[config.mk]
export PLATFORM = sky130hd
export DESIGN_NAME = weight_stability_detector
export DESIGN_NICKNAME = d
export VERILOG_FILES = /design/src/sv/wsd_pkg.sv /design/src/sv/wsd_ram.sv /design/src/sv/wsd_scan.sv /design/src/sv/wsd_div.sv /design/src/sv/weight_stability_detector.sv
export SDC_FILE = /design/constraint.sdc
export NUM_CORES = 1
export LEC_CHECK = 0
export ABC_AREA = 0
export BUFFER_PORTS_ARGS = -buffer_cell sky130_fd_sc_hd__buf_2
export CAP_MARGIN = 40
export CORE_MARGIN = 2
export CORE_UTILIZATION = 45
export CTS_CLUSTER_SIZE = 28
export DETAILED_ROUTE_END_ITERATION = 7
export PLACE_DENSITY_LB_ADDON = 0.2
export SETUP_SLACK_MARGIN = 0.3
export SLEW_MARGIN = 20
export SYNTH_ARGS = -nofsm -noshare
export SYNTH_HDL_FRONTEND = slang
export SYNTH_HIERARCHICAL = 1
export SYNTH_SLANG_ARGS = --single-unit
[constraint.sdc]
create_clock -name i_clk -period 6 [get_ports i_clk]
set_input_delay 0 -clock i_clk [delete_from_list [all_inputs] [get_ports i_clk]]
set_output_delay 0 -clock i_clk [all_outputs]
set_load 0.1 [all_outputs]
[src/sv/wsd_pkg.sv]
`timescale 1ns / 1ps
`default_nettype none
// ----------------------------------------------------------------------------
// Weight stability detector package
// Shared widths, register codes and control types.
// ----------------------------------------------------------------------------
package wsd_pkg;

    localparam int SAMPLE_W  = 24;
    localparam int CFG_W     = 23;
    localparam int CFG_IDX_W = 1;

    localparam logic [CFG_IDX_W-1:0] CFG_WEIGHT_FLOOR  = 1'b0;
    localparam logic [CFG_IDX_W-1:0] CFG_STABLE_THRESH = 1'b1;

    localparam logic [CFG_W-1:0] WEIGHT_FLOOR_RST  = 23'd500;
    localparam logic [CFG_W-1:0] STABLE_THRESH_RST = 23'd50;

    typedef struct packed {
        logic en;
        logic first;
    } t_scan_ctl;

endpackage
`default_nettype wire

[src/sv/wsd_ram.sv]
`timescale 1ns / 1ps
`default_nettype none
// ----------------------------------------------------------------------------
// Generic RAM
// One write port and one read port with registered read data.
// ----------------------------------------------------------------------------
module wsd_ram #(
    parameter int WIDTH = 24,
    parameter int DEPTH = 8
) (
    input  wire                      i_clk,
    input  wire                      i_we,
    input  wire [$clog2(DEPTH)-1:0]  i_waddr,
    input  wire [WIDTH-1:0]          i_wdata,
    input  wire                      i_re,
    input  wire [$clog2(DEPTH)-1:0]  i_raddr,
    output logic [WIDTH-1:0]         o_rdata
);

    logic [WIDTH-1:0] r_mem [DEPTH];

    always_ff @(posedge i_clk) begin
        if (i_we) begin
            r_mem[i_waddr] <= i_wdata;
        end
        if (i_re) begin
            o_rdata <= r_mem[i_raddr];
        end
    end

endmodule
`default_nettype wire

[src/sv/wsd_scan.sv]
`timescale 1ns / 1ps
`default_nettype none
// ----------------------------------------------------------------------------
// Window scan unit
// Accumulates minimum, maximum and sum over samples read one per cycle.
// ----------------------------------------------------------------------------
module wsd_scan
    import wsd_pkg::*;
#(
    parameter int SUM_W = 27
) (
    input  wire                 i_clk,
    input  t_scan_ctl           i_ctl,
    input  wire [SAMPLE_W-1:0]  i_data,
    output logic [SAMPLE_W-1:0] o_lo,
    output logic [SAMPLE_W-1:0] o_hi,
    output logic [SUM_W-1:0]    o_sum
);

    logic [SAMPLE_W-1:0] r_lo;
    logic [SAMPLE_W-1:0] r_hi;
    logic [SUM_W-1:0]    r_sum;
    logic [SUM_W-1:0]    data_ext;

    assign data_ext = {{(SUM_W-SAMPLE_W){i_data[SAMPLE_W-1]}}, i_data};

    always_ff @(posedge i_clk) begin
        if (i_ctl.en) begin
            if (i_ctl.first) begin
                r_lo  <= i_data;
                r_hi  <= i_data;
                r_sum <= data_ext;
            end else begin
                if ($signed(i_data) < $signed(r_lo)) begin
                    r_lo <= i_data;
                end
                if ($signed(i_data) > $signed(r_hi)) begin
                    r_hi <= i_data;
                end
                r_sum <= r_sum + data_ext;
            end
        end
    end

    assign o_lo  = r_lo;
    assign o_hi  = r_hi;
    assign o_sum = r_sum;

endmodule
`default_nettype wire

[src/sv/wsd_div.sv]
`timescale 1ns / 1ps
`default_nettype none
// ----------------------------------------------------------------------------
// Floor divider by the window size
// Arithmetic shift for a power-of-two window, else a reciprocal multiply
// followed by one compare and correct step.
// ----------------------------------------------------------------------------
module wsd_div
    import wsd_pkg::*;
#(
    parameter int WINDOW_SIZE = 8
) (
    input  wire                                      i_clk,
    input  wire                                      i_rst_n,
    input  wire                                      i_start,
    input  wire [SAMPLE_W+$clog2(WINDOW_SIZE)-1:0]   i_sum,
    output logic                                     o_done,
    output logic [SAMPLE_W-1:0]                      o_quot
);

    localparam int IDX_W = $clog2(WINDOW_SIZE);
    localparam int SUM_W = SAMPLE_W + IDX_W;
    localparam bit POW2  = (WINDOW_SIZE & (WINDOW_SIZE - 1)) == 0;

    generate
        if (POW2) begin : g_shift
            logic                r_done;
            logic [SAMPLE_W-1:0] r_quot;

            always_ff @(posedge i_clk) begin
                if (!i_rst_n) begin
                    r_done <= 1'b0;
                end else begin
                    r_done <= i_start;
                end
                if (i_start) begin
                    r_quot <= i_sum[SUM_W-1:IDX_W];
                end
            end

            assign o_done = r_done;
            assign o_quot = r_quot;
        end else begin : g_recip
            // A negative sum is folded to its one's complement, divided as a
            // magnitude and folded back, which rounds toward minus infinity.
            // The truncated reciprocal leaves the first quotient at most one
            // short, which the remainder check corrects.
            localparam int MAG_W  = SUM_W - 1;
            localparam int PROD_W = MAG_W + SAMPLE_W;
            localparam longint unsigned RECIP_L = (64'd1 << MAG_W) / WINDOW_SIZE;
            localparam logic [MAG_W-1:0] RECIP   = MAG_W'(RECIP_L);
            localparam logic [MAG_W-1:0] DIVISOR = MAG_W'(WINDOW_SIZE);

            logic                r_v1;
            logic                r_v2;
            logic                r_v3;
            logic                r_done;
            logic                r_neg;
            logic [MAG_W-1:0]    r_mag;
            logic [SAMPLE_W-1:0] r_q0;
            logic [MAG_W-1:0]    r_rem;
            logic [SAMPLE_W-1:0] r_quot;
            logic [PROD_W-1:0]   prod;
            logic [MAG_W-1:0]    back;
            logic [SAMPLE_W-1:0] q_mag;

            assign prod  = PROD_W'(r_mag) * PROD_W'(RECIP);
            assign back  = MAG_W'(r_q0) * DIVISOR;
            assign q_mag = (r_rem >= DIVISOR) ? r_q0 + 1'b1 : r_q0;

            always_ff @(posedge i_clk) begin
                if (!i_rst_n) begin
                    r_v1   <= 1'b0;
                    r_v2   <= 1'b0;
                    r_v3   <= 1'b0;
                    r_done <= 1'b0;
                end else begin
                    r_v1   <= i_start;
                    r_v2   <= r_v1;
                    r_v3   <= r_v2;
                    r_done <= r_v3;
                end
                if (i_start) begin
                    r_neg <= i_sum[SUM_W-1];
                    r_mag <= i_sum[SUM_W-1] ? ~i_sum[MAG_W-1:0] : i_sum[MAG_W-1:0];
                end
                if (r_v1) begin
                    r_q0 <= prod[MAG_W +: SAMPLE_W];
                end
                if (r_v2) begin
                    r_rem <= r_mag - back;
                end
                if (r_v3) begin
                    r_quot <= r_neg ? ~q_mag : q_mag;
                end
            end

            assign o_done = r_done;
            assign o_quot = r_quot;
        end
    endgenerate

endmodule
`default_nettype wire

[src/sv/weight_stability_detector.sv]
`timescale 1ns / 1ps
`default_nettype none
// ----------------------------------------------------------------------------
// Weight stability detector
// Peak-to-peak stability check over a moving window of weight samples.
// ----------------------------------------------------------------------------
// Each accepted sample yields exactly one result. While the window is still
// filling, or when the sample is below the minimum weight, the item goes
// straight to the result. Otherwise the window is walked through its single
// RAM read port, one entry a cycle, and then judged. A report also waits for
// the divider: an arithmetic shift for a power-of-two window, else the
// reciprocal divider. The input is stalled while an item is being processed;
// a finished result waits in the output register.
module weight_stability_detector
    import wsd_pkg::*;
#(
    parameter int WINDOW_SIZE = 8
) (
    input  wire                  i_clk,
    input  wire                  i_rst_n,
    input  wire                  i_valid,
    output logic                 o_stall,
    input  wire [SAMPLE_W-1:0]   i_weight_sample,
    output logic                 o_valid,
    input  wire                  i_stall,
    output logic                 o_window_full,
    output logic                 o_is_stable,
    output logic                 o_report_valid,
    output logic [SAMPLE_W-1:0]  o_average_weight,
    input  wire                  i_cfg_valid,
    output logic                 o_cfg_ready,
    input  wire [CFG_IDX_W-1:0]  i_cfg_index,
    input  wire [CFG_W-1:0]      i_cfg_data
);

    localparam int IDX_W = $clog2(WINDOW_SIZE);
    localparam int CNT_W = $clog2(WINDOW_SIZE + 1);
    localparam int SUM_W = SAMPLE_W + IDX_W;

    typedef enum logic [2:0] {
        S_IDLE,
        S_SCAN,
        S_WAIT,
        S_JUDGE,
        S_DIV,
        S_DONE
    } t_state;

    t_state              r_state, n_state;
    logic [IDX_W-1:0]    r_wr_idx, n_wr_idx;
    logic [CNT_W-1:0]    r_fill, n_fill;
    logic                r_was_stable, n_was_stable;
    logic [IDX_W-1:0]    r_rd_addr, n_rd_addr;
    logic                r_rd_vld;
    logic                r_rd_first;
    logic [CFG_W-1:0]    r_weight_floor;
    logic [CFG_W-1:0]    r_thresh;
    logic                r_res_full, n_res_full;
    logic                r_res_stable, n_res_stable;
    logic                r_res_report, n_res_report;
    logic [SAMPLE_W-1:0] r_res_avg, n_res_avg;
    logic                r_o_valid, n_o_valid;
    logic                r_o_full, n_o_full;
    logic                r_o_stable, n_o_stable;
    logic                r_o_report, n_o_report;
    logic [SAMPLE_W-1:0] r_o_avg, n_o_avg;

    logic                in_acc;
    logic                full_after;
    logic                below_min;
    logic                ram_re;
    logic [SAMPLE_W-1:0] ram_rdata;
    t_scan_ctl           scan_ctl;
    logic [SAMPLE_W-1:0] win_lo;
    logic [SAMPLE_W-1:0] win_hi;
    logic [SUM_W-1:0]    win_sum;
    logic [SAMPLE_W:0]   spread;
    logic                stable;
    logic                div_start;
    logic                div_done;
    logic [SAMPLE_W-1:0] div_quot;
    logic                out_free;

    assign o_stall     = r_state != S_IDLE;
    assign o_cfg_ready = 1'b1;
    assign in_acc      = i_valid && !o_stall;
    assign full_after  = r_fill >= CNT_W'(WINDOW_SIZE - 1);
    assign below_min   = $signed({i_weight_sample[SAMPLE_W-1], i_weight_sample})
                         < $signed({2'b00, r_weight_floor});
    assign ram_re      = r_state == S_SCAN;
    assign spread      = {win_hi[SAMPLE_W-1], win_hi} - {win_lo[SAMPLE_W-1], win_lo};
    assign stable      = spread < {2'b00, r_thresh};
    assign div_start   = (r_state == S_JUDGE) && stable && !r_was_stable;
    assign out_free    = !r_o_valid || !i_stall;

    assign scan_ctl.en    = r_rd_vld;
    assign scan_ctl.first = r_rd_first;

    wsd_ram #(
        .WIDTH (SAMPLE_W),
        .DEPTH (WINDOW_SIZE)
    ) u_ring (
        .i_clk   (i_clk),
        .i_we    (in_acc),
        .i_waddr (r_wr_idx),
        .i_wdata (i_weight_sample),
        .i_re    (ram_re),
        .i_raddr (r_rd_addr),
        .o_rdata (ram_rdata)
    );

    wsd_scan #(
        .SUM_W (SUM_W)
    ) u_scan (
        .i_clk  (i_clk),
        .i_ctl  (scan_ctl),
        .i_data (ram_rdata),
        .o_lo   (win_lo),
        .o_hi   (win_hi),
        .o_sum  (win_sum)
    );

    wsd_div #(
        .WINDOW_SIZE (WINDOW_SIZE)
    ) u_div (
        .i_clk   (i_clk),
        .i_rst_n (i_rst_n),
        .i_start (div_start),
        .i_sum   (win_sum),
        .o_done  (div_done),
        .o_quot  (div_quot)
    );

    always_comb begin
        n_state      = r_state;
        n_wr_idx     = r_wr_idx;
        n_fill       = r_fill;
        n_was_stable = r_was_stable;
        n_rd_addr    = r_rd_addr;
        n_res_full   = r_res_full;
        n_res_stable = r_res_stable;
        n_res_report = r_res_report;
        n_res_avg    = r_res_avg;
        n_o_valid    = r_o_valid && i_stall;
        n_o_full     = r_o_full;
        n_o_stable   = r_o_stable;
        n_o_report   = r_o_report;
        n_o_avg      = r_o_avg;
        unique case (r_state)
            S_IDLE: begin
                if (in_acc) begin
                    n_wr_idx = (r_wr_idx == IDX_W'(WINDOW_SIZE - 1)) ? '0
                                                                     : r_wr_idx + 1'b1;
                    n_fill   = (r_fill == CNT_W'(WINDOW_SIZE)) ? r_fill : r_fill + 1'b1;
                    n_res_report = 1'b0;
                    n_res_avg    = '0;
                    if (!full_after) begin
                        n_res_full   = 1'b0;
                        n_res_stable = r_was_stable;
                        n_state      = S_DONE;
                    end else if (below_min) begin
                        n_was_stable = 1'b0;
                        n_res_full   = 1'b1;
                        n_res_stable = 1'b0;
                        n_state      = S_DONE;
                    end else begin
                        n_rd_addr = '0;
                        n_state   = S_SCAN;
                    end
                end
            end
            S_SCAN: begin
                n_rd_addr = r_rd_addr + 1'b1;
                if (r_rd_addr == IDX_W'(WINDOW_SIZE - 1)) begin
                    n_state = S_WAIT;
                end
            end
            S_WAIT: begin
                n_state = S_JUDGE;
            end
            S_JUDGE: begin
                n_was_stable = stable;
                n_res_full   = 1'b1;
                n_res_stable = stable;
                if (div_start) begin
                    n_state = S_DIV;
                end else begin
                    n_state = S_DONE;
                end
            end
            S_DIV: begin
                if (div_done) begin
                    n_res_report = 1'b1;
                    n_res_avg    = div_quot;
                    n_state      = S_DONE;
                end
            end
            S_DONE: begin
                if (out_free) begin
                    n_o_valid  = 1'b1;
                    n_o_full   = r_res_full;
                    n_o_stable = r_res_stable;
                    n_o_report = r_res_report;
                    n_o_avg    = r_res_avg;
                    n_state    = S_IDLE;
                end
            end
            default: begin
                n_state = S_IDLE;
            end
        endcase
    end

    always_ff @(posedge i_clk) begin
        if (!i_rst_n) begin
            r_state        <= S_IDLE;
            r_wr_idx       <= '0;
            r_fill         <= '0;
            r_was_stable   <= 1'b0;
            r_rd_addr      <= '0;
            r_rd_vld       <= 1'b0;
            r_rd_first     <= 1'b0;
            r_weight_floor <= WEIGHT_FLOOR_RST;
            r_thresh       <= STABLE_THRESH_RST;
            r_o_valid      <= 1'b0;
        end else begin
            r_state      <= n_state;
            r_wr_idx     <= n_wr_idx;
            r_fill       <= n_fill;
            r_was_stable <= n_was_stable;
            r_rd_addr    <= n_rd_addr;
            r_rd_vld     <= ram_re;
            r_rd_first   <= ram_re && (r_rd_addr == '0);
            r_o_valid    <= n_o_valid;
            if (i_cfg_valid && o_cfg_ready) begin
                unique case (i_cfg_index)
                    CFG_WEIGHT_FLOOR:  r_weight_floor <= i_cfg_data;
                    CFG_STABLE_THRESH: r_thresh       <= i_cfg_data;
                    default: ;
                endcase
            end
        end
        r_res_full   <= n_res_full;
        r_res_stable <= n_res_stable;
        r_res_report <= n_res_report;
        r_res_avg    <= n_res_avg;
        r_o_full     <= n_o_full;
        r_o_stable   <= n_o_stable;
        r_o_report   <= n_o_report;
        r_o_avg      <= n_o_avg;
    end

    assign o_valid          = r_o_valid;
    assign o_window_full    = r_o_full;
    assign o_is_stable      = r_o_stable;
    assign o_report_valid   = r_o_report;
    assign o_average_weight = r_o_avg;

`ifndef SYNTH
    a_report_needs_stable: assert property (@(posedge i_clk) disable iff (!i_rst_n)
        o_valid && o_report_valid |-> o_is_stable)
        else $error("Report without stable flag.");

    a_stable_needs_full: assert property (@(posedge i_clk) disable iff (!i_rst_n)
        o_valid && o_is_stable |-> o_window_full)
        else $error("Stable flag before the window is full.");

    a_busy_after_accept: assert property (@(posedge i_clk) disable iff (!i_rst_n)
        in_acc |=> o_stall)
        else $error("Input not stalled after a request was taken.");

    a_fill_bounded: assert property (@(posedge i_clk) disable iff (!i_rst_n)
        r_fill <= CNT_W'(WINDOW_SIZE))
        else $error("Fill count exceeds the window size.");

    a_div_only_on_rise: assert property (@(posedge i_clk) disable iff (!i_rst_n)
        div_done |-> (r_state == S_DIV) && r_was_stable)
        else $error("Divider finished outside a report.");
`endif

endmodule
`default_nettype wire
==> results.cfg <==
[status]
status = finished, final reports clean

[worst_setup_path]
crit_fanout = 25
worstReg2RegStart = u_scan/o_lo[0]$_DFFE_PP_
worstPathRequired_ns = 6.25
cp-end-kind = flop
crit_start = u_scan/o_lo[0]$_DFFE_PP_
startpoint_type = flop
worst-r2r-setup-slack_ns = 1.00
endpoint = u_div/o_quot[7]$_DFFE_PP_
r2r_end = u_div/o_quot[7]$_DFFE_PP_
critPathKind = flop to flop
r2r_cells = 17
cp.arrival_ns = 5.24

[global_route]
grt_pass1_wl_microns = 71150
grt_max_degree = 64
grt_use_met3_pct = 3.008
gr-total-overflow = 0
gr-usage-met1_pct = 25.03
grt_pass1_vias = 12960
busiest_layer = met2
antenna_found_initial = 0
grt_usage_pct = 19.19
grtUsageMet2_pct = 33.16

[logic_synthesis]
synth_compound_area_share_pct = 10.77
synth_cell_types = 75
synth.top_cells.by_area = edfxtp_1, ha_1, dfxtp_1
async_flop_share_pct = 0
synthAdderAreaFrac_pct = 9.101
synthXorXnorAreaFrac_pct = 1.727
synth_area_per_cell_sq_um = 13.17
synth_top_area_cell = edfxtp_1
muxShareOfSynthArea_pct = 7.006
ys_seq_area_share_pct = 59.47
ys_warn_count = 6
synth_simple_gate_area_share_pct = 8.162
synth_edf_count = 369
synth_top_area_share_pct = 53.30
synth_fp_nets = 1781
synth_top_family_by_area = compound AO/OA/AOI/OAI gates
synth_area_sq_um = 20790
syn_inst = 1578
synthFlopType = edfxtp_1
synth-seq-cells = 433

[drt]
vias = 12790
route.antenna.remaining_nets = 0
drtIter0Drc = 629
routed_wl_microns = 44640
vias_per_cell = 5.389
wire_per_inst_microns = 18.81
drc_errors = 0
first_pass_iters = 5

[sta]
fin_crit_sh_pct = 83.31
finalHoldViolations = 0
max_freq_mhz = 200.1
clock_skew_ns = 0.01791
grt_setup_unrepaired = false
fin_crit_ns = 4.998
relSlewSlack_pct = 47.40
whs_ns = 0.04697
drv_slew = 0
tightest_slew_ns = 0.7891
setup_tns_ns = 0
setup_viol = 0

[clock_tree]
clock_latency_ns = 0.59
cts_root_buf = clkbuf_16
clkSinkCount = 433
htreeDepth = 2
clockBufferDepth = 3
cts_hold_buf = 55
tritoncts = yes
cts_setup_buffers = 0
cts_resized = 0
path_clk_slew_ns = 0.06
cts_made_buffers = 46

[worst_hold_path]
holdPathStages = 3
hp-class = input pin to flop

[floorplan]
num_rows = 78
die_y_microns = 218.9
core_area_sq_um = 45480
dieArea_sq_um = 47930
die_w_microns = 218.9
ios = 83
start_util_pct = 45.71

[power_and_ir_drop]
ir_drop_uv = 207.9
switchingPower_mw = 1.825
power_mw = 7.345
internal_power_mw = 5.520
power_frac_seq_pct = 47.9
swShare_pct = 24.85
combPwrFrac_pct = 13.4
power_frac_clock_pct = 38.7
power.density_nw_per_um2 = 303.2
p_leak_nw = 9.025

[finish]
fin_area_sq_um = 24220
fin_nets = 1938
syn_to_final_growth_pct = 16.53
diodes = 0
num-fill-cells = 3862
drive_above_1_share_pct = 15.96

[placement]
port_buffers = 81
hpwl_microns = 31300
routabilityCongestion = 0.8648
dpl-instance-area_sq_um = 22120

[job]
maxCapViolCount = 0
-- power groups by stage --
| stage | logic, mW | clock network [mW] | registers (mW) |
|---|---|---|---|
| after floorplan | 0.657 | 0 | 3.60 |
| after detailed placement | 0.958 | 0 | 3.58 |
| after CTS | 0.992 | 2.91 | 3.52 |
| after global placement | 0.924 | 0 | 3.58 |
| after global routing | 1.10 | 3.03 | 3.53 |
| final | 0.986 | 2.84 | 3.52 |
-- cells in the mapped netlist (3+ instances only) --
cell type	count
and3_1	5
xor2_1	13
mux2_2	12
mux4_2	48
a21boi_0	44
nor2b_1	14
a21oi_1	78
nand2b_1	18
dfxtp_1	64
o211ai_1	17
nor2_1	46
o21bai_1	7
clkbuf_1	34
nor3_1	15
and2_1	31
buf_2	11
a211oi_1	14
a32o_1	3
nand2_1	162
a221oi_1	3
a31oi_1	4
mux2_4	16
o31a_1	3
buf_6	3
nor4_1	3
o31ai_1	4
nand3_1	16
o21ai_0	65
or2_2	4
a2111oi_0	3
inv_1	135
edfxtp_1	369
nand3b_1	4
a211o_1	3
a21o_1	42
nand4_1	22
xnor2_1	28
a31o_2	3
o21a_1	13
nor4b_1	3
ha_1	148
-- per-stage QoR --
stage                     setup slack, ns  utilization, %  instances
final                               1.002           53.27       2373
after global routing               0.5802           53.27       2373
after CTS                          0.9965           53.23       2372
after detailed placement            1.025           48.64       2231
after global placement              1.114           48.12       2221
after floorplan                    0.9485               -       1578
-- cell families after synthesis --
kind of cell    after synthesis
flops                       433
simple gates                355
compound gates              334
buf+inv                     188
fa+ha+maj                   150
mux                          76
xor+xnor                     41
other cells                   1
-- worst min path at each step --
| stage | from | endpoint | slack, ns |
|---|---|---|---|
| floorplan | i_weight_sample[0] | u_ring/r_mem[0][0]$_DFFE_PP_ | 0.1 |
| detailed placement | i_cfg_data[5] | r_thresh[5]$_SDFFE_PN1P_ | 0.25 |
| CTS | i_rst_n | r_thresh[4]$_SDFFE_PN1P_ | 0.01 |
| finish | i_rst_n | r_thresh[5]$_SDFFE_PN1P_ | 0.05 |
| global placement | i_cfg_data[5] | r_weight_floor[5]$_SDFFE_PN1P_ | 0.25 |
| global route | i_rst_n | r_thresh[5]$_SDFFE_PN1P_ | 0.06 |
-- cell usage in the layout, fill, tap and decap left out, types with 17 or more instances in the layout --
master / Yosys / final
edfxtp_1: 369 / 369
nor2_1: 46 / 39
nand2b_1: 18 / 18
dlygate4sd3_1: 0 / 55
mux4_2: 48 / 48
clkbuf_16: 0 / 48
a21boi_0: 44 / 44
ha_1: 148 / 148
xnor2_1: 28 / 28
dfxtp_1: 64 / 62
nand4_1: 22 / 22
a21o_1: 42 / 42
o211ai_1: 17 / 17
o21ai_0: 65 / 65
and2_1: 31 / 31
inv_1: 135 / 135
nand2_1: 162 / 162
a21oi_1: 78 / 77
buf_2: 11 / 81
-- critical path: stages, from the launching register on --
cell and delay (ns):
edfxtp_1 0.39, ha_1 0.24, fa_1 0.40, nand2b_1 0.18, a21oi_1 0.30, o21ai_1 0.20
nand3_1 0.12, a21oi_1 0.13, o21ai_0 0.23, xor2_1 0.20, ha_1 0.27, a21oi_1 0.12
o21ai_0 0.14, a2111oi_0 0.58, o22ai_1 0.14, or4b_4 0.59, nor2_2 0.10, buf_4 0.31
-- metal layers --
metal,share of wire (%),vias up
met2,49,258
li1,-,6196
met3,4.0,70
met1,45,6263
met5,0,-
met4,2.3,0
-- registers in the layout (all words and copies together), names as in the netlist, 3 cells and up --
| signal | cells |
|---|---|
| r_weight_floor | 23 |
| u_scan/o_sum | 27 |
| u_ring/r_mem | 192 |
| o_average_weight | 24 |
| u_ring/o_rdata | 24 |
| r_thresh | 23 |
| r_wr_idx | 3 |
| u_div/o_quot | 24 |
| r_state | 3 |
| r_res_avg | 24 |
| u_scan/o_lo | 24 |
| r_fill | 4 |
| r_rd_addr | 3 |
| u_scan/o_hi | 24 |
-- layout make-up --
type	instances	area, sq um	area share, %
multi-input combinational	957	7747	31.98
clock inverter	19	215.2	0.8884
sequential	433	12370	51.05
clock buffer	67	1323	5.459
inverter	136	510.5	2.107
timing repair buffer	161	1311	5.413
tap	600	750.7	3.099
(Power assumes the default switching activity.)
